==> config.mk <==
export PLATFORM = sky130hd
export DESIGN_NAME = json_string_unescape_utf8_top
export DESIGN_NICKNAME = d
export VERILOG_FILES = /design/src/hw/rtl/jsu_pkg.sv /design/src/hw/rtl/json_string_unescape_utf8_top.sv /design/src/hw/rtl/jsu_front.sv /design/src/hw/rtl/jsu_queue.sv /design/src/hw/rtl/jsu_back.sv
export SDC_FILE = /design/constraint.sdc
export NUM_CORES = 1
export LEC_CHECK = 0
export BUFFER_PORTS_ARGS = -buffer_cell sky130_fd_sc_hd__buf_4
export CORE_UTILIZATION = 40
export CTS_CLUSTER_SIZE = 10
export DETAILED_ROUTE_END_ITERATION = 10
export RECOVER_POWER = 25
export SLEW_MARGIN = 20
export SYNTH_ARGS = -nofsm -noshare
export SYNTH_HDL_FRONTEND = slang
export SYNTH_SLANG_ARGS = --single-unit
==> constraint.sdc <==
create_clock -name clk -period 5.3 [get_ports clk]
set_input_delay 0.53 -clock clk [delete_from_list [all_inputs] [get_ports clk]]
set_output_delay 0.53 -clock clk [all_outputs]
set_load 0.05 [all_outputs]
==> src/hw/rtl/jsu_pkg.sv <==
// ----------------------------------------------------------------------------
// JSON string unescaper package
// Shared types, character constants, UTF-8 and hex helpers.
// ----------------------------------------------------------------------------
`default_nettype none

package jsu_pkg;

    localparam int QUEUE_DEPTH = 2;
    localparam int PTR_W       = (QUEUE_DEPTH > 1) ? $clog2(QUEUE_DEPTH) : 1;
    localparam int CNT_W       = $clog2(QUEUE_DEPTH + 1);

    localparam logic [1:0] KIND_BYTE  = 2'd0;
    localparam logic [1:0] KIND_CLOSE = 2'd1;
    localparam logic [1:0] KIND_ERROR = 2'd2;

    localparam logic [2:0] ERR_NO_QUOTE     = 3'd0;
    localparam logic [2:0] ERR_BAD_ESCAPE   = 3'd1;
    localparam logic [2:0] ERR_BAD_HEX      = 3'd2;
    localparam logic [2:0] ERR_TRUNCATED    = 3'd3;
    localparam logic [2:0] ERR_UNTERMINATED = 3'd4;

    localparam logic [7:0] CH_QUOTE  = 8'h22;
    localparam logic [7:0] CH_BSLASH = 8'h5C;
    localparam logic [7:0] CH_SLASH  = 8'h2F;
    localparam logic [7:0] CH_B      = 8'h62;
    localparam logic [7:0] CH_F      = 8'h66;
    localparam logic [7:0] CH_N      = 8'h6E;
    localparam logic [7:0] CH_R      = 8'h72;
    localparam logic [7:0] CH_T      = 8'h74;
    localparam logic [7:0] CH_U      = 8'h75;

    typedef enum logic [5:0] {
        ST_IDLE          = 6'b000001,
        ST_STR           = 6'b000010,
        ST_ESC           = 6'b000100,
        ST_HEX           = 6'b001000,
        ST_AFTER_HIGH    = 6'b010000,
        ST_AFTER_HIGH_BS = 6'b100000
    } pstate_t;

    typedef struct packed {
        logic [7:0] data;
        logic [1:0] kind;
        logic [2:0] code;
    } res_t;

    // One request's results: an optional flushed high surrogate, then up to
    // four further results.
    typedef struct packed {
        logic            flush;
        logic [2:0][7:0] hi_bytes;
        logic [2:0]      main_n;
        res_t [3:0]      main;
    } job_t;

    typedef struct packed {
        logic [3:0][7:0] b;
        logic [2:0]      n;
    } utf8_t;

    function automatic utf8_t utf8_enc(input logic [20:0] cp);
        utf8_t u;
        u = '0;
        if (cp < 21'h00080) begin
            u.n    = 3'd1;
            u.b[0] = {1'b0, cp[6:0]};
        end
        else if (cp < 21'h00800) begin
            u.n    = 3'd2;
            u.b[0] = {3'b110, cp[10:6]};
            u.b[1] = {2'b10, cp[5:0]};
        end
        else if (cp < 21'h10000) begin
            u.n    = 3'd3;
            u.b[0] = {4'b1110, cp[15:12]};
            u.b[1] = {2'b10, cp[11:6]};
            u.b[2] = {2'b10, cp[5:0]};
        end
        else begin
            u.n    = 3'd4;
            u.b[0] = {5'b11110, cp[20:18]};
            u.b[1] = {2'b10, cp[17:12]};
            u.b[2] = {2'b10, cp[11:6]};
            u.b[3] = {2'b10, cp[5:0]};
        end
        return u;
    endfunction

    // Returns {valid, nibble}.
    function automatic logic [4:0] hex_nibble(input logic [7:0] b);
        logic [4:0] r;
        r = '0;
        if (b >= 8'h30 && b <= 8'h39) begin
            r = {1'b1, b[3:0]};
        end
        else if ((b >= 8'h61 && b <= 8'h66) || (b >= 8'h41 && b <= 8'h46)) begin
            r = {1'b1, b[3:0] + 4'd9};
        end
        return r;
    endfunction

endpackage

`default_nettype wire

==> src/hw/rtl/json_string_unescape_utf8_top.sv <==
// ----------------------------------------------------------------------------
// JSON string unescaper with UTF-8 output
// Decodes a quoted JSON string, one byte per request, into output bytes.
// ----------------------------------------------------------------------------
// Input channel: in_valid/in_ready carry data_byte and end_of_text. Output
// channel: out_valid/out_ready carry out_byte, kind, error_code and last.
// A request causes up to six results, the final one marked by last; a
// request inside a string that only changes the parser state causes none.
// An accepted request's results are registered in the queue before the
// first is offered. The parser takes one request per cycle while the queue
// has room; the output side sends one result per cycle while out_ready is
// high. A two-entry queue of result groups sits between the parser and the
// output, and in_ready falls only when it is full, so a stalled receiver
// stops the input after two groups are waiting.
// After reset the parser awaits an opening quote and the queue is empty.
// ----------------------------------------------------------------------------
`default_nettype none

module json_string_unescape_utf8_top
    import jsu_pkg::*;
(
    input  wire logic       clk,
    input  wire logic       rst_n,
    input  wire logic       in_valid,
    output logic            in_ready,
    input  wire logic [7:0] data_byte,
    input  wire logic       end_of_text,
    output logic            out_valid,
    input  wire logic       out_ready,
    output logic [7:0]      out_byte,
    output logic [1:0]      kind,
    output logic [2:0]      error_code,
    output logic            last
);

    job_t front_job;
    job_t head_job;
    logic front_valid;
    logic queue_ready;
    logic head_valid;
    logic pop;

    jsu_front u_front (
        .clk         (clk),
        .rst_n       (rst_n),
        .in_valid    (in_valid),
        .in_ready    (in_ready),
        .data_byte   (data_byte),
        .end_of_text (end_of_text),
        .job_valid   (front_valid),
        .job_ready   (queue_ready),
        .job         (front_job)
    );

    jsu_queue u_queue (
        .clk        (clk),
        .rst_n      (rst_n),
        .push_valid (front_valid),
        .push_ready (queue_ready),
        .push_job   (front_job),
        .head_valid (head_valid),
        .pop        (pop),
        .head_job   (head_job)
    );

    jsu_back u_back (
        .clk        (clk),
        .rst_n      (rst_n),
        .head_valid (head_valid),
        .head_job   (head_job),
        .pop        (pop),
        .out_valid  (out_valid),
        .out_ready  (out_ready),
        .out_byte   (out_byte),
        .kind       (kind),
        .error_code (error_code),
        .last       (last)
    );

endmodule

`default_nettype wire

==> src/hw/rtl/jsu_front.sv <==
// ----------------------------------------------------------------------------
// JSON string unescaper front end
// Parses one request per cycle while the queue has room; queues its results.
// ----------------------------------------------------------------------------
`default_nettype none

module jsu_front
    import jsu_pkg::*;
(
    input  wire logic       clk,
    input  wire logic       rst_n,
    input  wire logic       in_valid,
    output logic            in_ready,
    input  wire logic [7:0] data_byte,
    input  wire logic       end_of_text,
    output logic            job_valid,
    input  wire logic       job_ready,
    output job_t            job
);

    pstate_t     mode_reg, mode_next;
    logic [11:0] hex_reg, hex_next;
    logic [1:0]  cnt_reg, cnt_next;
    logic [9:0]  held_reg, held_next;
    logic        held_flag_reg, held_flag_next;

    logic        accept;
    logic [4:0]  nib;
    logic [15:0] hex_full;
    logic        is_high;
    logic        is_low;
    utf8_t       enc_single;
    utf8_t       enc_pair;
    logic        do_body;
    logic        do_esc;
    logic        do_fail;
    logic [2:0]  fail_code;
    logic        idle_step;

    assign in_ready   = job_ready;
    assign accept     = in_valid && in_ready;
    assign nib        = hex_nibble(data_byte);
    assign hex_full   = {hex_reg, nib[3:0]};
    assign is_high    = (hex_full[15:10] == 6'b110110);
    assign is_low     = (hex_full[15:10] == 6'b110111);
    assign enc_single = utf8_enc({5'b0, hex_full});
    assign enc_pair   = utf8_enc(21'h10000 + {1'b0, held_reg, hex_full[9:0]});

    always_comb
    begin
        mode_next      = mode_reg;
        hex_next       = hex_reg;
        cnt_next       = cnt_reg;
        held_next      = held_reg;
        held_flag_next = held_flag_reg;
        job            = '0;
        job.hi_bytes[0] = 8'hED;
        job.hi_bytes[1] = {4'hA, held_reg[9:6]};
        job.hi_bytes[2] = {2'b10, held_reg[5:0]};
        do_body        = 1'b0;
        do_esc         = 1'b0;
        do_fail        = 1'b0;
        fail_code      = ERR_NO_QUOTE;
        idle_step      = 1'b0;

        unique case (mode_reg)
            ST_IDLE:
            begin
                idle_step = 1'b1;
            end
            ST_STR:
            begin
                if (end_of_text)
                begin
                    do_fail   = 1'b1;
                    fail_code = ERR_UNTERMINATED;
                end
                else
                begin
                    do_body = 1'b1;
                end
            end
            ST_ESC:
            begin
                if (end_of_text)
                begin
                    job.flush = held_flag_reg;
                    do_fail   = 1'b1;
                    fail_code = ERR_TRUNCATED;
                end
                else
                begin
                    do_esc = 1'b1;
                end
            end
            ST_HEX:
            begin
                if (end_of_text || !nib[4])
                begin
                    job.flush = held_flag_reg;
                    do_fail   = 1'b1;
                    fail_code = end_of_text ? ERR_TRUNCATED : ERR_BAD_HEX;
                end
                else if (cnt_reg != 2'd3)
                begin
                    hex_next = hex_full[11:0];
                    cnt_next = cnt_reg + 2'd1;
                end
                else
                begin
                    hex_next = '0;
                    cnt_next = '0;
                    if (held_flag_reg && is_low)
                    begin
                        for (int i = 0; i < 4; i++)
                        begin
                            job.main[i] = '{data: enc_pair.b[i], kind: KIND_BYTE,
                                            code: ERR_NO_QUOTE};
                        end
                        job.main_n     = enc_pair.n;
                        held_next      = '0;
                        held_flag_next = 1'b0;
                        mode_next      = ST_STR;
                    end
                    else
                    begin
                        job.flush = held_flag_reg;
                        if (is_high)
                        begin
                            held_next      = hex_full[9:0];
                            held_flag_next = 1'b1;
                            mode_next      = ST_AFTER_HIGH;
                        end
                        else
                        begin
                            for (int i = 0; i < 4; i++)
                            begin
                                job.main[i] = '{data: enc_single.b[i], kind: KIND_BYTE,
                                                code: ERR_NO_QUOTE};
                            end
                            job.main_n     = enc_single.n;
                            held_next      = '0;
                            held_flag_next = 1'b0;
                            mode_next      = ST_STR;
                        end
                    end
                end
            end
            ST_AFTER_HIGH:
            begin
                if (end_of_text)
                begin
                    job.flush = held_flag_reg;
                    do_fail   = 1'b1;
                    fail_code = ERR_UNTERMINATED;
                end
                else if (data_byte == CH_BSLASH)
                begin
                    mode_next = ST_AFTER_HIGH_BS;
                end
                else
                begin
                    job.flush      = held_flag_reg;
                    held_next      = '0;
                    held_flag_next = 1'b0;
                    do_body        = 1'b1;
                end
            end
            ST_AFTER_HIGH_BS:
            begin
                if (end_of_text)
                begin
                    job.flush = held_flag_reg;
                    do_fail   = 1'b1;
                    fail_code = ERR_TRUNCATED;
                end
                else if (data_byte == CH_U)
                begin
                    mode_next = ST_HEX;
                    hex_next  = '0;
                    cnt_next  = '0;
                end
                else
                begin
                    job.flush      = held_flag_reg;
                    held_next      = '0;
                    held_flag_next = 1'b0;
                    do_esc         = 1'b1;
                end
            end
            default:
            begin
                idle_step = 1'b1;
            end
        endcase

        if (idle_step)
        begin
            if (end_of_text || data_byte != CH_QUOTE)
            begin
                do_fail   = 1'b1;
                fail_code = ERR_NO_QUOTE;
            end
            else
            begin
                mode_next = ST_STR;
            end
        end

        if (do_body)
        begin
            if (data_byte == CH_QUOTE)
            begin
                job.main[0] = '{data: 8'h00, kind: KIND_CLOSE, code: ERR_NO_QUOTE};
                job.main_n  = 3'd1;
                mode_next      = ST_IDLE;
                hex_next       = '0;
                cnt_next       = '0;
                held_next      = '0;
                held_flag_next = 1'b0;
            end
            else if (data_byte == CH_BSLASH)
            begin
                mode_next = ST_ESC;
            end
            else
            begin
                job.main[0] = '{data: data_byte, kind: KIND_BYTE, code: ERR_NO_QUOTE};
                job.main_n  = 3'd1;
                mode_next   = ST_STR;
            end
        end

        if (do_esc)
        begin
            mode_next   = ST_STR;
            job.main_n  = 3'd1;
            job.main[0] = '{data: data_byte, kind: KIND_BYTE, code: ERR_NO_QUOTE};
            unique case (data_byte) inside
                CH_QUOTE, CH_BSLASH, CH_SLASH:
                begin
                    job.main[0].data = data_byte;
                end
                CH_B:
                begin
                    job.main[0].data = 8'h08;
                end
                CH_F:
                begin
                    job.main[0].data = 8'h0C;
                end
                CH_N:
                begin
                    job.main[0].data = 8'h0A;
                end
                CH_R:
                begin
                    job.main[0].data = 8'h0D;
                end
                CH_T:
                begin
                    job.main[0].data = 8'h09;
                end
                CH_U:
                begin
                    job.main_n = 3'd0;
                    mode_next  = ST_HEX;
                    hex_next   = '0;
                    cnt_next   = '0;
                end
                default:
                begin
                    job.main_n = 3'd0;
                    do_fail    = 1'b1;
                    fail_code  = ERR_BAD_ESCAPE;
                end
            endcase
        end

        if (do_fail)
        begin
            job.main[0]    = '{data: 8'h00, kind: KIND_ERROR, code: fail_code};
            job.main_n     = 3'd1;
            mode_next      = ST_IDLE;
            hex_next       = '0;
            cnt_next       = '0;
            held_next      = '0;
            held_flag_next = 1'b0;
        end
    end

    assign job_valid = accept && (job.flush || (job.main_n != 3'd0));

    always_ff @(posedge clk or negedge rst_n)
    begin
        if (!rst_n)
        begin
            mode_reg      <= ST_IDLE;
            hex_reg       <= '0;
            cnt_reg       <= '0;
            held_reg      <= '0;
            held_flag_reg <= 1'b0;
        end
        else if (accept)
        begin
            mode_reg      <= mode_next;
            hex_reg       <= hex_next;
            cnt_reg       <= cnt_next;
            held_reg      <= held_next;
            held_flag_reg <= held_flag_next;
        end
    end

endmodule

`default_nettype wire

==> src/hw/rtl/jsu_queue.sv <==
// ----------------------------------------------------------------------------
// JSON string unescaper result queue
// Short first-in first-out queue of result groups between front and back.
// ----------------------------------------------------------------------------
`default_nettype none

module jsu_queue
    import jsu_pkg::*;
(
    input  wire logic clk,
    input  wire logic rst_n,
    input  wire logic push_valid,
    output logic      push_ready,
    input  job_t      push_job,
    output logic      head_valid,
    input  wire logic pop,
    output job_t      head_job
);

    job_t             mem_reg [QUEUE_DEPTH];
    logic [PTR_W-1:0] wr_ptr_reg;
    logic [PTR_W-1:0] rd_ptr_reg;
    logic [CNT_W-1:0] count_reg;
    logic             do_push;
    logic             do_pop;

    assign push_ready = (count_reg != CNT_W'(QUEUE_DEPTH));
    assign head_valid = (count_reg != '0);
    assign head_job   = mem_reg[rd_ptr_reg];
    assign do_push    = push_valid && push_ready;
    assign do_pop     = pop && head_valid;

    always_ff @(posedge clk)
    begin
        if (do_push)
        begin
            mem_reg[wr_ptr_reg] <= push_job;
        end
    end

    always_ff @(posedge clk or negedge rst_n)
    begin
        if (!rst_n)
        begin
            wr_ptr_reg <= '0;
            rd_ptr_reg <= '0;
            count_reg  <= '0;
        end
        else
        begin
            if (do_push)
            begin
                wr_ptr_reg <= (wr_ptr_reg == PTR_W'(QUEUE_DEPTH - 1)) ? '0
                                                                      : wr_ptr_reg + PTR_W'(1);
            end
            if (do_pop)
            begin
                rd_ptr_reg <= (rd_ptr_reg == PTR_W'(QUEUE_DEPTH - 1)) ? '0
                                                                      : rd_ptr_reg + PTR_W'(1);
            end
            if (do_push && !do_pop)
            begin
                count_reg <= count_reg + CNT_W'(1);
            end
            else if (do_pop && !do_push)
            begin
                count_reg <= count_reg - CNT_W'(1);
            end
        end
    end

endmodule

`default_nettype wire

==> src/hw/rtl/jsu_back.sv <==
// ----------------------------------------------------------------------------
// JSON string unescaper back end
// Delivers the head group's results, one per cycle while out_ready is high.
// ----------------------------------------------------------------------------
`default_nettype none

module jsu_back
    import jsu_pkg::*;
(
    input  wire logic       clk,
    input  wire logic       rst_n,
    input  wire logic       head_valid,
    input  job_t            head_job,
    output logic            pop,
    output logic            out_valid,
    input  wire logic       out_ready,
    output logic [7:0]      out_byte,
    output logic [1:0]      kind,
    output logic [2:0]      error_code,
    output logic            last
);

    logic [2:0] idx_reg, idx_next;
    logic [2:0] pre_n;
    logic [2:0] total;
    logic [2:0] main_idx;
    logic       accept;

    assign pre_n    = head_job.flush ? 3'd3 : 3'd0;
    assign total    = pre_n + head_job.main_n;
    assign main_idx = idx_reg - pre_n;
    assign out_valid = head_valid;
    assign last      = (idx_reg == total - 3'd1);
    assign accept    = out_valid && out_ready;
    assign pop       = accept && last;

    always_comb
    begin
        if (idx_reg < pre_n)
        begin
            out_byte   = head_job.hi_bytes[idx_reg[1:0]];
            kind       = KIND_BYTE;
            error_code = ERR_NO_QUOTE;
        end
        else
        begin
            out_byte   = head_job.main[main_idx[1:0]].data;
            kind       = head_job.main[main_idx[1:0]].kind;
            error_code = head_job.main[main_idx[1:0]].code;
        end
    end

    always_comb
    begin
        idx_next = idx_reg;
        if (pop)
        begin
            idx_next = '0;
        end
        else if (accept)
        begin
            idx_next = idx_reg + 3'd1;
        end
    end

    always_ff @(posedge clk or negedge rst_n)
    begin
        if (!rst_n)
        begin
            idx_reg <= '0;
        end
        else
        begin
            idx_reg <= idx_next;
        end
    end

`ifndef NO_ASSERTIONS
    // The result counter rests at zero whenever nothing is queued.
    assert property (@(posedge clk) disable iff (!rst_n)
        !head_valid |-> idx_reg == 3'd0)
        else $error("result counter not at zero while queue empty");

    // The counter never walks past the results of the group at the head.
    assert property (@(posedge clk) disable iff (!rst_n)
        head_valid |-> idx_reg < total)
        else $error("result counter beyond group size");

    // A close or an error always ends the results of its request.
    assert property (@(posedge clk) disable iff (!rst_n)
        out_valid && (kind == KIND_CLOSE || kind == KIND_ERROR) |-> last)
        else $error("close or error not marked last");
`endif

endmodule

`default_nettype wire

# After elaboration in Yosys (flattened, before gate mapping)
# Memory sizes are Yosys's and may differ from the RTL's.
# Cells that the tools add are included.
# totals
mem_bits_rw	132
in_bits	13
out_inout_bits	16
word_cells	222
regBits	38
n_memories	1
# mem_list
memory	depth	width	read_ports	rd_clocked_by_memory_dff	write_ports	line_no	text
u_queue.mem_reg	2	66	1	0	1	jsu_queue.sv:20	job_t mem_reg [QUEUE_DEPTH];
# classes
n_reduce_logical	29
eq_ne	20
muxes	138
n_addsub	11
magnitude_cmp	14
# ops
op	count
55-bit two-way mux	5
10-bit two-way mux	11
12-bit two-way mux	9
13-bit two-way mux	6
6-bit two-way mux	13
8-bit by 7-bit == test with 1-bit output, second input constant	7
24-bit two-way mux	2
3-bit two-way mux	15
8-bit one-hot mux with 5 select lines	1
1-bit two-way mux	36
8-bit two-way mux	4
10-bit one-hot mux with 3 select lines	1
2-bit two-way mux	14
13-bit binary-select mux with 2-bit select	1
25-bit two-way mux	1
12-bit one-hot mux with 2 select lines	1
11-bit two-way mux	2
17-bit by 20-bit adder with 21-bit output, first input constant	1
21-bit by 12-bit less-than comparator with 1-bit output, second input constant	1
21-bit by 17-bit less-than comparator with 1-bit output, second input constant	1
21-bit by 8-bit less-than comparator with 1-bit output, second input constant	1
19-bit two-way mux	1
6-bit == test, second input constant	3
6-bit one-hot mux with 3 select lines	1
other kinds (44)	74

# Longest topological paths before layout
# Gate-level depths: netlist of run 1.
# depth
word_depth	27
mapped_depth	17

# Modules after synthesis
# Synthesis of run 1 repeated with hierarchy kept, for this count alone.
# unflattened
hier_cells	842
hier_area_um2	10934.2
# modules_own_cells
module	cells_each	n_inst	area_each_um2
jsu_queue	267	1	6367.4
jsu_front	465	1	3643.5
jsu_back	110	1	923.4

# Worst setup path after synthesis of run 1
# No wires, ideal clock.
# synth_timing
path_kind	reg2reg
from	register u_queue.rd_ptr_reg
to	register u_queue.count_reg[1]
n_path_buf	4
t_arrival_ns	5.397
required_time_ns	5.221
synth_period_minus_slack_ns	5.476
stages_incl_launch_ff	18
setup_slack_ns	-0.176
path_cell_list	dfrtp_1 -> clkbuf_1 -> clkbuf_1 -> clkbuf_1 -> buf_2 -> mux2i_1 -> ha_1 -> inv_1 -> ha_1 -> xnor2_1 -> xnor2_1 -> xnor2_1 -> nor3_1 -> nand2_1 -> ha_1 -> xor2_1 -> nor2_1 -> xor2_1
# synth_between
elab_chain_len	10
# synth_lines
element	line_no	text
from (decl)	jsu_queue.sv:22	logic [PTR_W-1:0] rd_ptr_reg;
from (signal assigned)	jsu_queue.sv:58	rd_ptr_reg <= (rd_ptr_reg == PTR_W'(QUEUE_DEPTH - 1)) ? '0
memory read 2 x 66 bit (*)	--	
2-bit two-way mux	jsu_back.sv:29	assign pre_n = head_job.flush ? 3'd3 : 3'd0;
3-bit adder (*)	jsu_back.sv:30	assign total = pre_n + head_job.main_n;
3-bit by 1-bit subtractor with 3-bit output (*)	jsu_back.sv:33	assign last = (idx_reg == total - 3'd1);
3-bit == test (*)	jsu_back.sv:33	
net last	json_string_unescape_utf8_top.sv:33	output logic last
1-bit logical AND (*)	jsu_back.sv:35	assign pop = accept && last;
1-bit logical AND (*)	jsu_queue.sv:31	assign do_pop = pop && head_valid;
1-bit logical NOT	jsu_queue.sv:61	if (do_push && !do_pop)
1-bit logical AND	jsu_queue.sv:61	
2-bit two-way mux / 2-bit nonzero test (equally long branches)	--	
to (signal assigned)	jsu_queue.sv:63	count_reg <= count_reg + CNT_W'(1);
to (signal assigned)	jsu_queue.sv:67	count_reg <= count_reg - CNT_W'(1);
to (decl)	jsu_queue.sv:23	logic [CNT_W-1:0] count_reg;
# The timed path passes the listed nets; every way through them passes the cells marked *.
# A chain may end at the register's enable or synchronous reset.

# Worst setup path after layout of run 1
# layout_timing
from	input port data_byte[0]
to	memory u_queue.mem_reg[1][38] in the netlist's numbering, enable pin
# layout_between
elab_chain_len	25
# layout_lines
element	line_no	text
from (decl)	json_string_unescape_utf8_top.sv:26	input wire logic [7:0] data_byte,
8-bit by 7-bit >= comparator with 1-bit output / 8-bit by 7-bit <= comparator with 1-bit output (equally long branches)	jsu_pkg.sv:97	else if ((b >= 8'h61 && b <= 8'h66) || (b >= 8'h41 && b <= 8'h46)) begin
1-bit logical AND	jsu_pkg.sv:97	
1-bit logical OR	jsu_pkg.sv:97	
5-bit two-way mux	jsu_pkg.sv:97	
5-bit two-way mux	jsu_pkg.sv:94	if (b >= 8'h30 && b <= 8'h39) begin
17-bit by 20-bit adder with 21-bit output	jsu_front.sv:47	assign enc_pair = utf8_enc(21'h10000 + {1'b0, held_reg, hex_full[9:0]});
21-bit by 17-bit less-than comparator with 1-bit output	jsu_pkg.sv:74	else if (cp < 21'h10000) begin
25-bit two-way mux	jsu_pkg.sv:74	
[10 not listed]	--	
3-bit two-way mux	jsu_front.sv:280	if (do_fail)
3-bit nonzero test	jsu_front.sv:292	assign job_valid = accept && (job.flush || (job.main_n != 3'd0));
1-bit logical OR (*)	jsu_front.sv:292	
1-bit logical AND (*)	jsu_front.sv:292	
1-bit logical AND (*)	jsu_queue.sv:30	assign do_push = push_valid && push_ready;
net u_queue.do_push	jsu_queue.sv:24	logic do_push;
1-bit two-way mux (*)	jsu_queue.sv:35	if (do_push)
1-bit two-way mux (implied by the code) (*)	jsu_queue.sv:37	mem_reg[wr_ptr_reg] <= push_job;
to (decl)	jsu_queue.sv:20	
# Marks and branches as above.

==> results of run 1 <==
worst max-delay path, stage by stage:
cell,delay [ns]
clkbuf_1,0.17
inv_1,0.18
ha_1,0.27
o21bai_1,0.10
a2111o_1,0.48
o21a_1,0.21
nor3_1,0.55
nand2_1,0.36
a41oi_4,0.35
and2_2,0.28
buf_4,0.51
worst paths after layout:
check                                                         to                        startpoint  slack, ns
min in group asynchronous         u_front.cnt_reg[1]$_DFFE_PN0P_                             rst_n       0.83
worst min register to register  u_queue.count_reg[1]$_DFFE_PN0P_  u_queue.count_reg[1]$_DFFE_PN0P_       0.49
worst max-delay path            u_queue.mem_reg[1][38]$_DFFE_PP_                      data_byte[0]       1.34
worst min-delay path               u_back.idx_reg[0]$_DFFE_PN0P_                         out_ready       0.46
worst max register to register  u_queue.mem_reg[1][38]$_DFFE_PP_   u_front.mode_reg[1]$_DFFE_PN0P_       1.47
max in group asynchronous         u_queue.rd_ptr_reg$_DFFE_PN0P_                             rst_n       2.95
layer usage:
metal / vias to the layer above / routed length [µm] / track usage [%]
li1: 2466 / - / -
met1: 2613 / 8422 / 29.03
met2: 245 / 9373 / 35.42
met3: 48 / 1115 / 4.661
met4: 0 / 704 / 9.938
met5: - / 0 / 0
cells by family (layout without fill, tap and decap cells):
family,count (synthesis),count (layout)
flops,134,134
xor+xnor,16,16
simple gates,200,200
mux,45,45
fa+ha+maj,15,15
buf+inv,52,84
compound gates,168,168
area by class of cell:
class | count | area (µm²)
inverter | 19 | 71.32
clock inverter | 15 | 106.4
fill | 1614 | 9260
tap | 225 | 281.5
multi-input combinational | 444 | 3191
timing repair buffer | 33 | 245.2
sequential | 134 | 3836
clock buffer | 17 | 425.4
through the flow:
step | hold WS (ns) | power, µW | area, µm² | cells
6_report | 0.4610 | 4307 | 8157 | 887
3_5_place_dp | 0.4821 | 3305 | 7635 | 855
2_1_floorplan | 0.2344 | 2794 | 7192 | 630
3_3_place_gp | 0.4708 | 3268 | 7626 | 855
5_1_grt | 0.4744 | 4513 | 8157 | 887
4_1_cts | 0.1055 | 4353 | 8167 | 887
power breakdown:
group	switching (µW)	leakage [µW]	internal, µW
clock network	449	0.000253	596
logic	1180	0.00138	629
registers	89.2	0.00141	1360
layout by cell type, fill, tap and decap left out, types with 5 or more instances in the layout:
master     count
nand3_1       12
inv_1         19
a21oi_1       30
a211oi_1       7
nand2b_1       5
mux2_2         6
o22ai_1        9
a22o_1        22
nand2_1       39
and3_1         7
o21ai_0       36
mux4_2        14
mux2i_1       25
nand4_1        5
a22oi_1       10
nor3_1        13
xnor2_1        7
dfrtp_1       36
a31oi_1        7
nor4_1         5
nor2_1        64
edfxtp_1      96
and2_1         8
ha_1          15
xor2_1         9
clkbuf_16     17
buf_4         28
nor2b_1        6
o211ai_1       6
==> impl_metrics.env, run 1 <==
export IMPL_cts_tree="done"
export IMPL_dieArea_mm2=0.01851
export IMPL_synth_compound_area_share_pct=16.38
export IMPL_synth_area_top_cells="edfxtp_1, dfrtp_1, mux4_2"
export IMPL_synth_common_cells="edfxtp_1, nor2_1, nand2_1"
export IMPL_min_path_type="input pin to flip-flop"
export IMPL_first_pass_iters=5
export IMPL_finClkSkew_ns=0.01309
export IMPL_viasPerCell=6.056
export IMPL_critPathCaptureType="flip-flop"
export IMPL_cts_setup_buffers=0
export IMPL_post_place_ws_ns=1.065
export IMPL_synth_simple_area_share_pct=14.10
export IMPL_yosys_area_top_type="edfxtp_1"
export IMPL_setup_violations=0
export IMPL_detailed_place_hpwl_mm=13.93
export IMPL_p_per_area_mw_per_mm2=528.1
export IMPL_fin_crit_sh_pct=74.67
export IMPL_finalCriticalPeriod_ns=3.958
export IMPL_outcome="finished with violations"
export IMPL_grt_pass1_vias=5214
export IMPL_maxSlewHeadroom_pct=-57.42
export IMPL_antenna_found_initial=0
export IMPL_hold_path_cell_count=3
export IMPL_wl_per_cell_um=22.11
export IMPL_rows=48
export IMPL_drc=0
export IMPL_grt_max_degree=44
export IMPL_worst_slew_pin_slew_ns=2.361
export IMPL_crit_type="input pin to flip-flop"
export IMPL_synth_avg_cell_area_um2=11.41
export IMPL_cts_max_path_buffers=2
export IMPL_synthArstFlopShare_pct=28.36
export IMPL_area_growth_pct=13.49
export IMPL_synth_top_family_by_area="compound AO/OA/AOI/OAI gates"
export IMPL_yosys_warnings=0
export IMPL_largest_reg_flops=96
export IMPL_vias=5372
export IMPL_grt_overflow_total=0
export IMPL_violations="capacitance limit, slew limit"
export IMPL_synth_top_area_share_pct=40.11
export IMPL_chipWidth_um=136.0
export IMPL_synth_nets=658
export IMPL_p_leak_uw=0.003043
export IMPL_arrival_ns=4.01
export IMPL_n_antenna_cell=0
export IMPL_io_buffers=28
export IMPL_max_clock_freq_ghz=0.2527
export IMPL_ir_drop_mv=0.6458
export IMPL_synth_cells=630
export IMPL_core_area_mm2=0.01742
export IMPL_fin_ws_ns=1.342
export IMPL_num_io_pins=29
export IMPL_h_tree_depth=4
export IMPL_synthDistinctLibCells=73
export IMPL_final_core_util_pct=46.83
export IMPL_cts_hold_fix_buffers=0
export IMPL_die_y_um=136.0
export IMPL_synth_mux_area_share_pct=8.809
export IMPL_ys_ff_latch=134
export IMPL_synth_area_mm2=0.007187
export IMPL_first_iter_violations=566
export IMPL_synth_xor_area_share_pct=1.950
export IMPL_cp_max_fo=43
export IMPL_finalHoldViolCount=0
export IMPL_reg2reg_depth=8
export IMPL_wl_mm=19.62
export IMPL_fin_setup_tns_ns=0
export IMPL_rsz0062_at_grt="no"
export IMPL_required_ns=5.35
export IMPL_place_congestion=0.9592
export IMPL_grt_pass1_wl_mm=29.99
export IMPL_cts_clk_slew_worst_paths_ns=0.06
export IMPL_cp_start_kind="input pin"
export IMPL_synth_fa_ha_area_share_pct=2.611
export IMPL_fin_nets=677
export IMPL_drv_slew=39
export IMPL_grtUsageTotal_pct=22.21
export IMPL_dominantRegCellSynth="edfxtp_1"
export IMPL_synth_edf_count=96
export IMPL_synth_most_common_cell="edfxtp_1"
export IMPL_start_util_pct=41.26
export IMPL_maxCapViolations=1
export IMPL_drive_gt1_share_pct=14.50
export IMPL_seq_area_frac_synth_pct=53.36
export IMPL_cts_root_buf="clkbuf_16"
export IMPL_insertion_delay_ns=0.42
export IMPL_cts_num_sinks=134
export IMPL_cts_made_buffers=17
export IMPL_detail_route_antenna_nets=0
export IMPL_cts_repair_resized=0
Power figures use the tool's default switching activity.
==> run 2: changes to the inputs <==
--- a/config.mk
+++ b/config.mk
@@ -5,6 +5,7 @@
 export SDC_FILE = /design/constraint.sdc
 export NUM_CORES = 1
 export LEC_CHECK = 0
+export ABC_AREA = 1
 export BUFFER_PORTS_ARGS = -buffer_cell sky130_fd_sc_hd__buf_4
 export CORE_UTILIZATION = 40
 export CTS_CLUSTER_SIZE = 10
==> constraint.sdc (replaced) <==
create_clock -name clk -period 3.2 [get_ports clk]
set_input_delay 0.32 -clock clk [delete_from_list [all_inputs] [get_ports clk]]
set_output_delay 0.32 -clock clk [all_outputs]
set_load 0.05 [all_outputs]
==> run 2 against run 1 <==
Against the previous run:
- the flow still finishes with violations (capacitance limit, slew limit)
- cell count is 34% higher
- wire length rose by 10%
- synthesized area grew 5.6%
- synthesized cell count up 41%
- sequential share of layout area shrank 4.2 points
==> impl_metrics.env, run 2 <==
export IMPL_outcome="finished with violations"
export IMPL_violations="capacitance limit, slew limit"
export IMPL_synth_edf_count=96
export IMPL_cts_root_buf="clkbuf_16"
export IMPL_dominantRegCellSynth="edfxtp_1"
export IMPL_grtUsageTotal_pct=22.75
export IMPL_crit_type="flip-flop to output pin"
export IMPL_worst_slew_pin_slew_ns=2.195
export IMPL_cp_top_family="compound AO/OA/AOI/OAI gates"
export IMPL_cts_max_path_buffers=2
export IMPL_vias=6607
export IMPL_ys_ff_latch=134
export IMPL_cts_clk_slew_worst_paths_ns=0.06
export IMPL_cts_tree="done"
export IMPL_grt_overflow_total=0
export IMPL_fin_nets=971
export IMPL_detailed_place_hpwl_mm=15.72
export IMPL_drive_gt1_share_pct=14.44
export IMPL_min_path_type="input pin to flip-flop"
export IMPL_rsz0062_at_grt="yes"
export IMPL_detail_route_antenna_nets=0
export IMPL_final_common_cell="nand2_1"
export IMPL_required_ns=2.88
export IMPL_fin_setup_tns_ns=0
export IMPL_n_antenna_cell=0
export IMPL_grt_pass1_vias=6071
export IMPL_drc=0
export IMPL_critPathCaptureType="output pin"
export IMPL_io_buffers=28
export IMPL_ir_drop_mv=0.3931
export IMPL_start_util_pct=41.52
export IMPL_arrival_ns=2.69
export IMPL_wl_mm=21.64
export IMPL_crit_chain="clkinv_2 > or2_2 > o21ai_2 > inv_1 > ha_4 > buf_6 > o21ai_0 > o221ai_1 > o21ai_1 > o21ai_2 > buf_6"
export IMPL_wl_per_cell_um=18.26
export IMPL_core_area_mm2=0.01827
export IMPL_finalCriticalPeriod_ns=3.010
export IMPL_nFillCells=1751
export IMPL_first_pass_iters=5
export IMPL_finalHoldViolCount=0
export IMPL_drv_slew=39
export IMPL_insertion_delay_ns=0.43
export IMPL_slowest_stage="dfrtp_1"
export IMPL_chipWidth_um=139.7
export IMPL_synth_cells=887
export IMPL_setup_violations=0
export IMPL_cp_max_fo=13
export IMPL_grt_pass1_wl_mm=33.71
export IMPL_slowest_delay_ns=0.36
export IMPL_seq_area_frac_synth_pct=50.55
export IMPL_maxCapViolations=1
export IMPL_p_per_area_mw_per_mm2=909.0
export IMPL_synth_most_common_cell="nand2_1"
export IMPL_synth_top_area_share_pct=38.00
export IMPL_max_clock_freq_ghz=0.3322
export IMPL_synthDistinctLibCells=53
export IMPL_num_io_pins=29
export IMPL_fin_crit_sh_pct=94.06
export IMPL_yosys_warnings=0
export IMPL_synth_common_cells="nand2_1, nor2_1, o21ai_0"
export IMPL_cts_made_buffers=17
export IMPL_grt_max_degree=45
export IMPL_h_tree_depth=4
export IMPL_synth_nets=915
export IMPL_synth_area_top_cells="edfxtp_1, dfrtp_1, nand2_1"
export IMPL_viasPerCell=5.576
export IMPL_cts_num_sinks=134
export IMPL_cp_start_kind="flip-flop"
export IMPL_antenna_found_initial=0
export IMPL_first_iter_violations=677
export IMPL_largest_reg_flops=96
export IMPL_mostFrequentLayoutCells="nand2_1, nor2_1, inv_1"
export IMPL_dieArea_mm2=0.01952
export IMPL_area_growth_pct=17.93
export IMPL_synth_area_mm2=0.007586
export IMPL_critical_path_buf_inv_count=4
export IMPL_finClkSkew_ns=0.01407
export IMPL_synth_avg_cell_area_um2=8.552
export IMPL_yosys_area_top_type="edfxtp_1"
export IMPL_synthArstFlopShare_pct=28.36
export IMPL_die_y_um=139.7
export IMPL_maxSlewHeadroom_pct=-46.36
export IMPL_place_congestion=0.9517
export IMPL_rows=49
export IMPL_hold_ws_ns=0.3123
export IMPL_p_leak_uw=0.003666
## run 2: cell types whose count changed after synthesis, sizes merged, moves of 22 or more
cell,previous run,this run
nand3,12,69
inv,19,107
nand2,39,168
nor2,64,118
o21ai,38,108
a22o,22,0
## run 2: kinds of logic after synthesis
family / synth area share (%)
xor gates and xnor gates: 0.9237
and+or+nand+nor: 23.50
AOI/OAI and AO/OA: 14.86
adders and majority gates: 2.474
DFF: 50.55
buffers and inverters: 7.026
muxes: 0.6598
## run 2: report_power, final
group	internal (µW)	leakage (µW)	switching (µW)
sequential	2210	0.00142	110
clock	1070	0.000272	762
combinational	1350	0.00197	2630
total	4630	0.00367	3500
## run 2: tightest hold or removal path: stages
cell     delay (ns)
buf_4          0.12
o21ai_0        0.10
nand3_1        0.06
o21ai_0        0.08
## run 2: what timing repair did
action	in CTS	in global routing
pin swaps	0	4
setup buffers	0	2
endpoints found under the hold margin	37	0
hold buffers	1	0
setup endpoints to repair	6	13
gates resized for setup	4	9
## run 2: stage by stage
step                      cells  instance area (µm²)  total power (µW)  utilization, %  setup WS (ns)
after floorplan             887                 7685              4967               -        0.05249
after global placement     1150                 8327              6156           45.58         0.2657
after detailed placement   1150                 8327              6157           45.58         0.1882
after CTS                  1183                 8907              8029           48.75        0.05913
after global routing       1185                 8946              8568           48.97       -0.01640
final                      1185                 8946              8132           48.97         0.1901
## run 2: per-layer routing
layer | track usage [%] | vias to the layer above | wire [µm]
met5 | 0 | - | 0
li1 | - | 3192 | -
met4 | 7.577 | 0 | 371
met3 | 4.095 | 27 | 1515
met1 | 32.53 | 3133 | 9882
met2 | 34.76 | 255 | 9869
## run 2: final cells by class
cell class	count	area (µm²)	area share, %
Multi-Input combinational cell	618	3343	37.37
Clock inverter	15	130.1	1.455
Sequential cell	134	3835	42.87
Timing Repair Buffer	62	510.5	5.706
Tap cell	229	286.5	3.203
Inverter	110	415.4	4.643
Clock buffer	17	425.4	4.755
## run 2: worst paths after layout
kind | from | to | slack (ns) | cells after the start
max in group asynchronous | rst_n | u_front.held_reg[0]$_DFFE_PN0P_ | 0.85 | 2
min in group asynchronous | rst_n | u_front.mode_reg[4]$_DFFE_PN0P_ | 1.07 | 2
min | end_of_text | u_front.mode_reg[5]$_DFFE_PN0P_ | 0.31 | 4
max | u_queue.rd_ptr_reg$_DFFE_PN0P_ | out_byte[5] | 0.19 | 11
max reg2reg | u_front.held_reg[6]$_DFFE_PN0P_ | u_queue.count_reg[1]$_DFFE_PN0P_ | 0.29 | 17
min reg2reg | u_queue.count_reg[0]$_DFFE_PN0P_ | u_queue.count_reg[0]$_DFFE_PN0P_ | 0.47 | 1
